$ cat config.mk
export PLATFORM = sky130hd
export DESIGN_NAME = psme_queue
export DESIGN_NICKNAME = d
export VERILOG_FILES = /design/src/rtl/core/psme_pkg.sv /design/src/rtl/core/psme_queue.sv
export SDC_FILE = /design/constraint.sdc
export NUM_CORES = 1
export LEC_CHECK = 0
export ABC_AREA = 1
export BUFFER_PORTS_ARGS = -buffer_cell sky130_fd_sc_hd__buf_2
export CAP_MARGIN = 15
export CORE_MARGIN = 5
export CORE_UTILIZATION = 45
export CTS_BUF_LIST = sky130_fd_sc_hd__clkbuf_4 sky130_fd_sc_hd__clkbuf_8
export DETAILED_ROUTE_END_ITERATION = 10
export PLACE_DENSITY = 0.66
export REMOVE_ABC_BUFFERS = 1
export SLEW_MARGIN = 20
export SYNTH_ARGS = -nofsm -noshare
export SYNTH_HDL_FRONTEND = slang
export SYNTH_SLANG_ARGS = --single-unit
$ cat constraint.sdc
create_clock -name i_clk -period 6.5 [get_ports i_clk]
set_input_delay 0.325 -clock i_clk [delete_from_list [all_inputs] [get_ports i_clk]]
set_output_delay 0.325 -clock i_clk [all_outputs]
set_load 0.05 [all_outputs]
$ cat src/rtl/core/psme_pkg.sv
`timescale 1ns / 1ps
// psme_pkg: shared widths, constants, types and back-end states of the
// schedule makespan evaluator. No dependencies.
package psme_pkg;

    localparam int TIME_W     = 24;
    localparam int PEN_W      = 9;
    localparam int WEIGHT_W   = 16;
    localparam int JOB_IN_W   = 8;
    localparam int MACH_IN_W  = 4;
    localparam int CNT_W      = 3;
    localparam int DEP_FIELDS = 4;
    localparam int DEP_SEL_W  = 2;
    // widest internal indexes over the supported parameter ranges
    localparam int JOB_IDX_W  = 12;
    localparam int MACH_IDX_W = 8;
    localparam int EPOCH_W    = 8;
    localparam int QDEPTH     = 2;
    localparam int QPTR_W     = 1;
    localparam int QCNT_W     = 2;

    localparam logic [TIME_W-1:0]  TIME_MAX  = {TIME_W{1'b1}};
    localparam logic [PEN_W-1:0]   PEN_MAX   = {PEN_W{1'b1}};
    localparam logic [EPOCH_W-1:0] EPOCH_MAX = {EPOCH_W{1'b1}};
    localparam logic [EPOCH_W-1:0] EPOCH_CLR = '0;
    localparam logic [EPOCH_W-1:0] EPOCH_FIRST = EPOCH_W'(1);

    // one classified job word, indexes already reduced to the table depths
    typedef struct packed {
        logic [JOB_IDX_W-1:0]                 job;
        logic [MACH_IDX_W-1:0]                mach;
        logic [WEIGHT_W-1:0]                  weight;
        logic [CNT_W-1:0]                     cnt;
        logic [DEP_FIELDS-1:0][JOB_IDX_W-1:0] deps;
        logic                                 last;
    } t_task;

    // queue head as seen by the back end
    typedef struct packed {
        logic  vld;
        t_task word;
    } t_qhead;

    // job table entry: epoch tag marks the entry as scheduled in this schedule
    typedef struct packed {
        logic [EPOCH_W-1:0] tag;
        logic [TIME_W-1:0]  fin;
    } t_jent;

    typedef enum logic [1:0] {
        S_CLEAR,
        S_LOAD,
        S_DEP,
        S_CALC
    } t_bstate;

endpackage

$ cat src/rtl/core/psme_queue.sv
`timescale 1ns / 1ps
// psme_queue: two-entry word queue between front and back end.
// Depends on psme_pkg.
module psme_queue
    import psme_pkg::*;
(
    input  logic   i_clk,
    input  logic   i_rst_n,
    input  logic   i_push,
    input  t_task  i_word,
    input  logic   i_pop,
    output logic   o_full,
    output t_qhead o_head
);

    t_task               r_mem [QDEPTH];
    logic [QPTR_W-1:0]   r_wp;
    logic [QPTR_W-1:0]   r_rp;
    logic [QCNT_W-1:0]   r_cnt;
    logic [QCNT_W-1:0]   n_cnt;

    assign o_full      = (r_cnt == QCNT_W'(QDEPTH));
    assign o_head.vld  = (r_cnt != '0);
    assign o_head.word = r_mem[r_rp];

    always_comb begin
        n_cnt = r_cnt;
        if (i_push && !i_pop) begin
            n_cnt = r_cnt + QCNT_W'(1);
        end else if (!i_push && i_pop) begin
            n_cnt = r_cnt - QCNT_W'(1);
        end
    end

    always_ff @(posedge i_clk) begin
        if (!i_rst_n) begin
            r_wp  <= '0;
            r_rp  <= '0;
            r_cnt <= '0;
        end else begin
            if (i_push) begin
                r_wp <= r_wp + QPTR_W'(1);
            end
            if (i_pop) begin
                r_rp <= r_rp + QPTR_W'(1);
            end
            r_cnt <= n_cnt;
        end
    end

    always_ff @(posedge i_clk) begin
        if (i_push) begin
            r_mem[r_wp] <= i_word;
        end
    end

    a_cnt_bound: assert property (@(posedge i_clk) disable iff (!i_rst_n)
        r_cnt <= QCNT_W'(QDEPTH))
        else $error("queue count beyond depth");
    a_no_under: assert property (@(posedge i_clk) disable iff (!i_rst_n)
        i_pop |-> r_cnt != '0)
        else $error("pop from empty queue");
    a_push_grow: assert property (@(posedge i_clk) disable iff (!i_rst_n)
        (i_push && !i_pop) |=> r_cnt == $past(r_cnt) + QCNT_W'(1))
        else $error("push lost");

endmodule

# Word level (Yosys, flattened, before mapping)
# Memory sizes are Yosys's and may differ from the RTL's. A register that Yosys moved wholly into a read port is not among the register bits.
# Index checks and enable logic that the tools add are counted.
[classes]
add_sub_neg = 4
mul = 0
div = 0
magnitude_cmp = 0
n_eq_ne = 1
shifts = 0
n_mux = 6
bitwise_logic = 0
n_reduce_logical = 6
[op_table]
columns = ["cell", "count"]
rows = [
  ["2-to-1 mux 1 bit", 4],
  ["2-to-1 mux 2 bit", 2],
  ["nonzero test 2 bit", 2],
  ["adder 1 bit (second input constant)", 2],
  ["adder 2 x 1 -> 2 bit (second input constant)", 1],
  ["equality test 2 bit (second input constant)", 1],
  ["logical AND 1 bit", 2],
  ["logical NOT 1 bit", 2],
  ["subtractor 2 x 1 -> 2 bit (second input constant)", 1],
]
[word_totals]
reg_bits = 4
latchBits = 0
ramBits = 176
romBits = 0
wordCells = 21
memories = 1
[memory_table]
columns = ["memory", "depth", "width", "read_ports", "rd_clocked_by_memory_dff", "write_ports", "line", "text"]
rows = [
  ["r_mem", 2, 88, 1, 1, 1, "psme_queue.sv:16", "t_task r_mem [QDEPTH];"],
]

# Logic depth before layout (Yosys ltp)
# Gate-level depths: netlist of the first run.
[depth]
ltp_word = 4
ltp_mapped = 8
mapped_depth_nobuf = 8

# Least setup slack after synthesis of the first run
# Ideal clock, no wire load.
[synth_path]
path_type = "input -> register"
startpoint = "input i_push"
endpoint = "memory r_mem[0][0] in the netlist's numbering, enable pin"
t_arrival_ps = 4050
required_time_ps = 5963
path_slack_ps = 1912
cell_stages = 2
path_cell_list = "inv_1 -> nor2_1"
[synth_between]
elab_chain_cells = 2
[synth_rtl]
columns = ["element", "line", "text"]
rows = [
  ["start: declaration", "psme_queue.sv:9", "input logic i_push,"],
  ["2-to-1 mux 1 bit", "psme_queue.sv:52", "if (i_push) begin"],
  ["2-to-1 mux 1 bit (implied by the code)", "psme_queue.sv:53", "r_mem[r_wp] <= i_word;"],
  ["end: declaration", "psme_queue.sv:16", ""],
]
# Every way passes these cells.

==> impl_summary.md, run 1 <==
Run status
The run finished with clean final reports.

Logic synthesis
Yosys printed 0 warnings. The netlist uses 14 different library cells. The synthesized design contains 181 register bits. The mean instance size in the synthesized netlist is 21.53 um^2. The sequential fraction of the synthesis area is 0.8093. The mapped netlist covers 0.006654 mm^2.

The number of standard cells after synthesis is 309.

Timing
For the pin with the worst max-slew slack, the measured transition is 0.9750 ns. The setup slack of the critical path after layout is 3.645 ns. The setup TNS after final layout is 0 ns. The share of the clock period used by the worst path is 0.4392. Setup repair after global routing left no endpoint under its margin. The shortest period the worst path allows is 2.855 ns.

The max-slew violation count is 0. Across all hold checks on the routed design, the worst slack comes to 0.06351 ns. The final hold violation count is 0. The clock skew after layout is 0.005946 ns.

For this run, the top clock speed supported by timing is 350.3 MHz. Measured against its own limit, the worst slew margin works out to 0.3485. Setup violations remaining at the end of the flow were counted as 0.

Routing
Across all layers, the routed design uses 3396 vias. The wire length per cell is 17.27 um. The post-route DRC violation count is 0.

The number of routed nets with antenna violations is 0. The total length of routed wires is 12090 um. The iteration count of the initial detailed-routing pass is 4. After detailed routing, the number of vias per cell comes to 4.851. The initial detailed-routing violation count is 156.

Worst setup path
The logic depth of the worst register-to-register path is 2. The setup slack on the worst flop-to-flop path is 4.21 ns. STA classifies the critical path endpoint as an output port.

The sort of element at the start of the critical path is a flip-flop. The combined buffer and inverter count along the critical path is 2. The cell with the largest stage delay on the worst path is buf_4.

The worst endpoint data arrival time is 2.53 ns. The critical path data required time is 6.17 ns. The launch point of the worst reg-to-reg path is r_wp.

The worst register-to-register path ends at r_mem[0][59]. The family of cells with the greatest summed delay on the critical path is buffers and inverters. The biggest fanout along the worst timing path is 57. The category of the critical setup timing path is reg -> out. The critical path goes through buf_4 -> mux2_2 -> buf_2.

The biggest cell delay along the critical path is 0.74 ns.

Clock network
For this design, the CTS-stage hold fixing added 0 buffers. The longest clock path from root to sink contains 2 buffers. Clock-pin slew was measured on the worst setup and hold paths at 0.08 ns. The count of cells resized by post-cts repair is 0. The insertion delay of the later-clocked pin in the worst-skew pair is 0.44 ns. In this run, CTS created clock tree buffers numbering 17.

The H-tree was split into 4 levels. The number of setup buffers added after CTS is 0. The TritonCTS sink count is 181.

TritonCTS built the clock tree. CTS placed an instance of clkbuf_8 at the clock tree root.

Floorplan
The die covers 0.01732 mm^2. The core region is 0.01453 mm^2. The horizontal die dimension is 131.6 um. The count of standard-cell rows is 44. For this configuration, the core starts out at a cell density of 0.4578. The die is 131.6 um tall. The I/O pin count is 182.

Global route
The initial antenna violation count was 2. The pin count of the biggest net entering global routing is 58. The via count of the first global-routing pass was 3714.

Summed over all layers, the global routing overflow is 0. The first-pass GRT wire length is 18890 um. The total routing resource utilization after global routing is 0.1393.

Placed design
The routability congestion estimate from global placement is 0.7652. The cell area after placement is 0.007750 mm^2. The placed wire-length estimate is 8015 um.

Including well taps, the total number of placed cells is 667. Buffers placed on the I/O ports in this run total 181. OpenSTA, run right after detailed placement, puts the worst setup slack at 4.013 ns.

Job
Max-cap violations in this run came to 0.

Worst hold path
The hold-critical path endpoint is r_mem[1][80]. The startpoint identified for the worst hold timing path is i_word[80]. The path class of the lowest-slack min-delay path is in -> reg. Along the worst hold path, the cell count comes to 1.

Power
After layout, the design draws a total of 2.432 mW. Across the VDD grid, the largest voltage drop is 0.1744 mV. Dividing total power by cell area gives a power density of 300.3 mW/mm^2.

The leakage power summed over all cells is 3.097 nW.

Cells and area
The fraction of final layout cells sized beyond drive strength 1 is 0.5903. The area overhead of the layout relative to synthesis is 21.70%. Once layout is complete, the cells apart from fillers number 700. Measured on the finished design, the core utilization comes to 0.5572. The library cell used most frequently in the layout, excluding fill and tap cells, is buf_2. Counting the fill cells in the layout gives 1190.

The finished cells cover 0.008098 mm^2. The top cell types in the final layout, fill and taps aside, are 181 x buf_2, 176 x edfxtp_1, 68 x mux2_2. The net count reported at finish is 595.
-- state kept, by name (all words and copies together), names as in the netlist, named ones only --
signal and count:
r_rp 1, r_mem 176, r_wp 1, r_cnt 2
-- cells in the mapped netlist --
library cell	instances	area [um^2]
mux2_4	20	300.3
ha_1	1	12.51
nand3_1	1	5.000
mux2_2	68	765.7
dfxtp_1	5	100.1
buf_2	6	30.03
nand4_1	1	6.260
buf_6	4	45.04
edfxtp_1	176	5285
nand2_1	9	33.78
nor2_1	8	30.03
inv_1	8	30.03
a21oi_1	1	5.000
o21ai_0	1	5.000
-- per-layer routing --
layer  track usage  vias to the layer above  share of wire
met1        0.1610                     1656           0.42
met2        0.2317                      135           0.49
met3       0.06231                       17          0.079
met5             0                        -         0.0024
met4       0.04800                        4          0.012
li1              -                     1584              -
-- power breakdown --
group	internal (mW)	total (mW)	leakage, nW	switching (mW)
Sequential	1.35	1.37	1.69	0.0196
Combinational	0.113	0.389	1.23	0.277
Clock	0.307	0.674	0.175	0.367
Total	1.77	2.43	3.10	0.663
-- logic make-up (layout without fill, tap and decap cells) --
group / count (synthesis) / after routing / share of synthesized area
other cells: 0 / 1 / 0
fa+ha+maj: 1 / 1 / 0.001880
mux: 88 / 88 / 0.1602
simple gates: 19 / 19 / 0.01128
compound gates: 2 / 2 / 0.001503
flops: 181 / 181 / 0.8093
buf+inv: 18 / 224 / 0.01580
-- final cells by class --
type / count / area (um^2) / area share
Antenna cell: 1 / 2.502 / 0.0003090
Clock buffer: 20 / 256.5 / 0.03167
Clock inverter: 12 / 88.84 / 0.01097
Inverter: 8 / 31.28 / 0.003863
Multi-Input combinational cell: 110 / 1171 / 0.1446
Sequential cell: 181 / 5389 / 0.6655
Tap cell: 184 / 230.2 / 0.02843
Timing Repair Buffer: 184 / 928.4 / 0.1146
-- worst max path at each step --
stage | from | cells after the start | slack [ns] | end
after floorplan | i_push | 2 | 1.91 | r_mem[0][0]
after global placement | i_push | 4 | 4.06 | r_mem[0][37]
after detailed placement | i_push | 4 | 4.01 | r_mem[0][18]
after CTS | flip-flop | 3 | 3.57 | o_head[71]
after global routing | flip-flop | 3 | 3.49 | o_head[25]
final | flip-flop | 3 | 3.65 | o_head[25]
(Power assumes the default switching activity.)
==> run 2, diff against run 1 <==
PLACE_DENSITY = 0.69   (was 0.66)
clock period = 2.45 ns   (was 6.5 ns; I/O delays follow)
==> impl_summary.md, run 2 (synthesized netlist as in run 1, its figures left out) <==
Floorplan
The y dimension of the die is 131.6 um. The I/O pin count is 182. The horizontal die dimension is 131.6 um.

The initial utilization of the core area, before any placement, comes to 0.4578. The full die area is 0.01732 mm^2. The region available for standard cell placement spans 0.01453 mm^2. The floorplan has 44 rows.

Run status
The flow ran to the end, and the final reports show no timing, DRC or antenna violations.

Cells and area
For this run, the number of standard cells in the final layout without fillers is 792. The layout has 1083 filler cells. The largest registers in the layout are r_mem: 176 flops, r_cnt: 2 flops.

Leaving out fill and tap cells, the most frequent cells in the layout are 181 x buf_2, 176 x edfxtp_1, 91 x dlygate4sd3_1. The repair_antennas step left the layout with diodes totalling 0. The net count reported at finish is 688. The flip-flop count of the largest register, all copies and words added is 176. Ranked by flip-flop count, first place goes to r_mem. The most frequent standard cell in the layout excluding fill and tap cells is buf_2.

The area overhead of the layout relative to synthesis is 36.78%. The fraction of final layout cells sized beyond drive strength 1 is 0.5082.

Global route
The met2 track utilization from global routing is 0.2841. The busiest layer in global routing is met2. The via count of the first global-routing pass is 4263. The initial antenna violation count was 0. The total routing resource utilization after global routing is 0.1598.

In the global route stage, met3 resource usage came out at 0.05352. The global-route track usage on met1 is 0.1782. The first-pass GRT wire length is 21800 um. Entering global routing, the biggest net connects 89 pins.

The total overflow left after global routing is 0.

Routing
After detailed routing, the number of remaining DRC violations is 0. Wires add up to 13350 um. The detail-routed via count per cell is 4.681. After detailed routing, the average wire length per cell comes to 16.86 um. The number of routed nets with antenna violations is 0. The initial detailed-routing violation count is 183. The total vias in the final route is 3707. The first detailed-routing pass took 4 iterations.

Clock network
The root buffer cell is clkbuf_8. TritonCTS created 17 clock buffers. The tree built by TritonCTS fans out to 181 sinks.

The clock passes through at most 2 buffers. The clock tree synthesis step divided the H-tree into 4 levels. The count of cells resized by post-cts repair is 0. Clock-pin slew was measured on the worst setup and hold paths at 0.09 ns.

TritonCTS built the clock tree. The insertion delay of the later-clocked pin in the worst-skew pair is 0.44 ns.

Timing
Setup repair after global routing left no endpoint under its margin. After layout, the minimum clock period comes to 2.048 ns. The number of setup violations in the final report is 0. The max-slew violation count is 0.

Based on the critical path, the design can be clocked at up to 488.3 MHz. In this run the tightest slew margin relative to its limit is 0.6218. The final hold violation count is 0. Setup total negative slack on the finished layout was measured at 0 ns. The transition at the pin with the smallest max-transition slack is 0.5673 ns. Setup slack on the critical path of the routed design comes to 0.4023 ns. Dividing the final minimum period by the clock period gives 0.8358. Clock skew on the completed layout was measured at 0.01083 ns. The tightest hold path in the finished design has a slack of 0.3975 ns.

Job
The tool flagged a number of max-cap violations equal to 0.

Worst setup path
The worst setup path is of the reg -> out kind. For the worst setup path, the data arrival time is 1.93 ns. STA classifies the critical path startpoint as a flip-flop. The critical path data required time is 2.33 ns.

The family of cells with the greatest summed delay on the critical path is buffers and inverters. The biggest fanout along the worst timing path is 88. The critical path goes through buf_12 -> mux2_2 -> buf_2.

The slowest stage of the critical path belongs to the cell mux2_2. For this run, the slowest stage of the critical path takes 0.42 ns. The endpoint type of the worst setup path is an output port.

Counting both buffers and inverters, the worst setup path holds a total of 2.

Placed design
The setup slack after placement is 0.8170 ns. The placed wire-length estimate is 8174 um. The number of placed cells counting well taps is 669. The number of buffers inserted by port buffering is 181. The congestion estimate from routability-driven global placement came to 0.7204.

Power
The total power of the final layout is 6.739 mW. The maximum vdd drop is 0.4513 mV. Power spread over the standard cell area amounts to 740.4 mW/mm^2. The leakage power summed over all cells is 3.514 nW.

Worst hold path
The path class of the lowest-slack min-delay path is in -> reg.
-- run 2: area by class of cell --
cell class,count,area (um^2),share of cell area
clock buffer,20,256.5,0.02818
inverter,8,31.28,0.003437
sequential,181,5389,0.5921
multi-input combinational,110,1171,0.1287
tap,184,230.2,0.02530
timing repair buffer,277,1892,0.2079
clock inverter,12,131.4,0.01443
-- run 2: per-layer routing --
| metal | part of all wire | routed length, um | vias to the layer above |
|---|---|---|---|
| li1 | - | - | 1774 |
| met5 | 0 | 0 | - |
| met4 | 0.015 | 203 | 0 |
| met3 | 0.057 | 756 | 15 |
| met1 | 0.40 | 5299 | 1804 |
| met2 | 0.53 | 7091 | 114 |
-- run 2: metrics by stage --
| stage | utilization | instance area [um^2] |
|---|---|---|
| 2_1_floorplan | - | 6579 |
| 3_3_place_gp | 0.5368 | 7802 |
| 6_report | 0.6262 | 9101 |
| 3_5_place_dp | 0.5368 | 7802 |
| 4_1_cts | 0.6262 | 9101 |
| 5_1_grt | 0.6262 | 9101 |
-- run 2: power by group --
| group | internal, mW | switching (mW) | total [mW] |
|---|---|---|---|
| Sequential | 3.58 | 0.0393 | 3.62 |
| Clock | 0.940 | 1.00 | 1.94 |
| Combinational | 0.404 | 0.777 | 1.18 |
-- run 2: worst paths after layout --
check | start | to | slack, ns | depth (start not counted)
worst min register to register | r_rp | r_rp | 0.52 | 2
worst max register to register | r_wp | r_mem[1][80] | 0.86 | 3
worst max-delay path | flip-flop | o_head[69] | 0.40 | 3
worst min-delay path | i_word[12] | r_mem[1][12] | 0.40 | 2
-- run 2: worst reg2reg max path, cell delays in order (launching register included) --
cell      delay (ns)
dfxtp_1         0.35
nand2_1         0.11
clkinv_2        0.45
buf_12          0.39
-- run 2: what timing repair did --
action | in CTS | in global routing
hold buffers | 91 | 0
hold endpoints to repair | 181 | 0
setup buffers | 0 | 0
==> run 3, diff against run 2 <==
ABC_AREA = 0   (was 1)
clock period = 1.7 ns   (was 2.45 ns; I/O delays follow)
==> impl_summary.md, run 3 <==
Worst setup path
The critical path in this run is classified as reg -> out. The critical path data required time is 1.62 ns. The worst register-to-register path has a setup slack of 0.12 ns. The worst setup path is launched from a flip-flop. STA puts the critical path data arrival time at 1.71 ns. STA classifies the critical path endpoint as an output port. Along the worst path, the maximum fanout reaches 6.

Timing
The clock skew after layout is 0.01141 ns. The final hold violation count is 0. The max-slew violation count is 0.

Based on the critical path, the design can be clocked at up to 558.5 MHz. Subtracting the final worst setup slack from the clock period gives 1.790 ns. Setup violations remaining at the end of the flow were counted as 43. The setup TNS after final layout is -2.320 ns.

For the pin with the worst max-slew slack, the measured transition is 0.3945 ns. The setup slack of the critical path after layout is -0.09041 ns. The worst max-slew margin expressed relative to the limit is 0.7370. In the finished design, the share of the clock period the worst path needs comes to 1.053. Setup repair after global routing could not meet its margin everywhere.

Floorplan
The horizontal die dimension is 131.5 um. The die covers 0.01730 mm^2. The floorplan step defined a core boundary enclosing 0.01453 mm^2. For this configuration, the core starts out at a cell density of 0.4572. The I/O pin count is 182. The floorplan has 44 rows. Measured along the y axis, the die boundary spans 131.5 um.

Placed design
The number of placed cells counting well taps is 657. The placed wire-length estimate is 7920 um. The number of buffers inserted by port buffering is 181. The routability congestion estimate from global placement is 0.7327.

Clock network
TritonCTS created 17 clock buffers. TritonCTS built the clock tree. After clock tree synthesis, the clock-pin slew on the worst setup and hold paths is 0.08 ns.

The tree is rooted in a clkbuf_8. The clock net in this run drives a total of 181 sinks. The insertion delay of the later-clocked pin in the worst-skew pair is 0.45 ns. The level count of the clock H-tree is 4. The deepest clock path buffer count is 2.

Logic synthesis
Of the post-synthesis cell area, the dominant cell type holds 0.7953. In this run, synthesis inferred 176 flip-flops with an integrated enable. The leading register cell type out of synthesis is edfxtp_1. Sorting the synthesized cells by how often they occur yields 176 x edfxtp_1, 68 x mux2_2, 20 x mux2_4.

The count of warnings emitted by yosys is 0. Yosys instantiated no cell more often than edfxtp_1. The share of async-settable or async-resettable flops after synthesis is 0.

The mean instance size in the synthesized netlist is 22.45 um^2. The number of standard cells after synthesis is 296. The sequential fraction of the synthesis area is 0.8104.

After synthesis the netlist holds a flip-flop and latch count of 181. The largest area contributor in the netlist is edfxtp_1. The post-synth design cell area is 0.006645 mm^2. The distinct cell type count after synthesis is 17. After synthesis, the cell types taking the most area are edfxtp_1 80%, mux2_2 12%, mux2_4 4.5%.

Cells and area
In the layout the commonest cells are 176 x edfxtp_1, 93 x buf_2, 91 x dlygate4sd3_1. The non-filler instance count after layout is 792. The repair_antennas step left the layout with diodes totalling 0.

The area overhead of the layout relative to synthesis is 54.79%. Of the cells placed in the final design, the portion with a size suffix greater than 1 is 0.5247. The largest registers in the layout are r_mem: 176 flops, r_cnt: 2 flops.

The library cell used most frequently in the layout, excluding fill and tap cells, is edfxtp_1. The count of fill cells added during filler insertion is 937. The register name with the most flops is r_mem. The register with the most flip-flops in the layout has 176 of them.

The net count of the finished layout is 689.

Power
The maximum vdd drop is 0.6889 mV. The power density of the placed cells is 1040 mW/mm^2. Of the total power, the clock network draws 0.269. The switching share of power is 0.2694. The switching power total is 2.883 mW. The share of total power dissipated in combinational logic is 0.243. The total power of the final layout is 10.70 mW.

Summed over all cells, the static leakage comes to 4.061 nW. The internal power is 7.818 mW. The sequential group share of total power is 0.488.

Run status
The checks that failed: negative setup slack. The flow ran to the end, but the final reports show violations.

Job
The tool flagged a number of max-cap violations equal to 0.

Routing
Wires add up to 15650 um. The post-route DRC violation count is 0. The iteration count of the initial detailed-routing pass is 4.

The wire length per cell is 19.76 um. Dividing the detail-routed via count by the number of cells gives 4.803. The count of nets left with antenna violations once routing finished came out at 0. The total vias in the final route is 3804. The initial detailed-routing violation count is 191.

Global route
The total congestion overflow after global routing is 0. The initial antenna violation count is 1. Entering global routing, the biggest net connects 66 pins. The total routing resource utilization after global routing is 0.1765.

The first-pass GRT wire length is 23540 um. The via count of the first global-routing pass is 4282.

Worst hold path
The min-delay analysis places its worst path in the category in -> reg.
[run 3: cell count changes after synthesis, sizes merged]
cell    delta
xor2       +2
or3        +1
nor2       -8
inv        -7
a21oi      -1
nand4      -1
nand2      -9
nand3      -1
or2        +1
xnor2      +1
o21a       +1
a21boi     +1
and2       +4
nor2b      +3
[run 3: final timing paths]
check | startpoint | depth (start not counted) | end
worst max-delay path | flip-flop | 5 | o_head[73]
worst min-delay path | i_push | 4 | r_cnt[1]
worst max register to register | r_wp | 4 | r_wp
worst min register to register | r_cnt[1] | 2 | r_cnt[1]
[run 3: cell families (layout without fill, tap and decap cells)]
| kind of cell | Yosys count | count (layout) | share of synthesized area |
|---|---|---|---|
| fa+ha+maj | 1 | 1 | 0.001883 |
| xor+xnor | 3 | 3 | 0.003955 |
| buf+inv | 11 | 323 | 0.01186 |
| flops | 181 | 181 | 0.8104 |
| mux | 88 | 88 | 0.1604 |
| compound gates | 3 | 3 | 0.003013 |
| simple gates | 9 | 9 | 0.008474 |
[run 3: layout make-up]
cell class              instances  area (um^2)  share of cell area
repair buffers                291         2879              0.2799
clock inverters                11        133.9             0.01302
multi-input cells             104         1394              0.1355
well taps                     184        230.2             0.02238
clock buffers                  20        256.5             0.02494
flip-flops and latches        181         5389              0.5239
inverters                       1        3.754           0.0003649
[run 3: through the flow]
| step | utilization | setup WS, ns | hold WS, ns | cell area, um^2 |
|---|---|---|---|---|
| 2_1_floorplan | - | -3.067 | 0.1839 | 6570 |
| 3_3_place_gp | 0.5377 | 0.3112 | 0.2725 | 7815 |
| 3_5_place_dp | 0.5377 | 0.3137 | 0.2761 | 7815 |
| 4_1_cts | 0.6959 | -0.1412 | 0.1390 | 10110 |
| 5_1_grt | 0.7077 | -0.1691 | 0.1817 | 10290 |
| 6_report | 0.7077 | -0.09041 | 0.1880 | 10290 |
[run 3: timing repair]
item,in CTS,in global routing
setup endpoints to repair,88,89
setup buffers,5,0
hold endpoints to repair,181,0
resized for setup,220,46
hold buffers,91,0
cloned,8,0
[run 3: routing by layer]
metal / vias up / track usage / routed length [um]
li1: 1776 / - / -
met2: 125 / 0.3214 / 8783
met1: 1882 / 0.1966 / 5762
met4: 2 / 0.05943 / 235
met5: - / 0 / 13
met3: 19 / 0.05275 / 856
[run 3: worst max-delay path, stage by stage, from the launching register on]
cell and delay (ns):
dfxtp_4 0.39, buf_12 0.14, buf_12 0.13, buf_16 0.14, mux2_4 0.31, buf_8 0.15
[run 3: power groups by stage]
stage	Sequential [mW]	Clock, mW	Combinational (mW)
finish	5.22	2.88	2.60
global route	5.24	3.18	2.69
CTS	5.21	2.96	2.50
detailed placement	5.31	0	1.75
global placement	5.30	0	1.73
floorplan	5.37	0	1.25
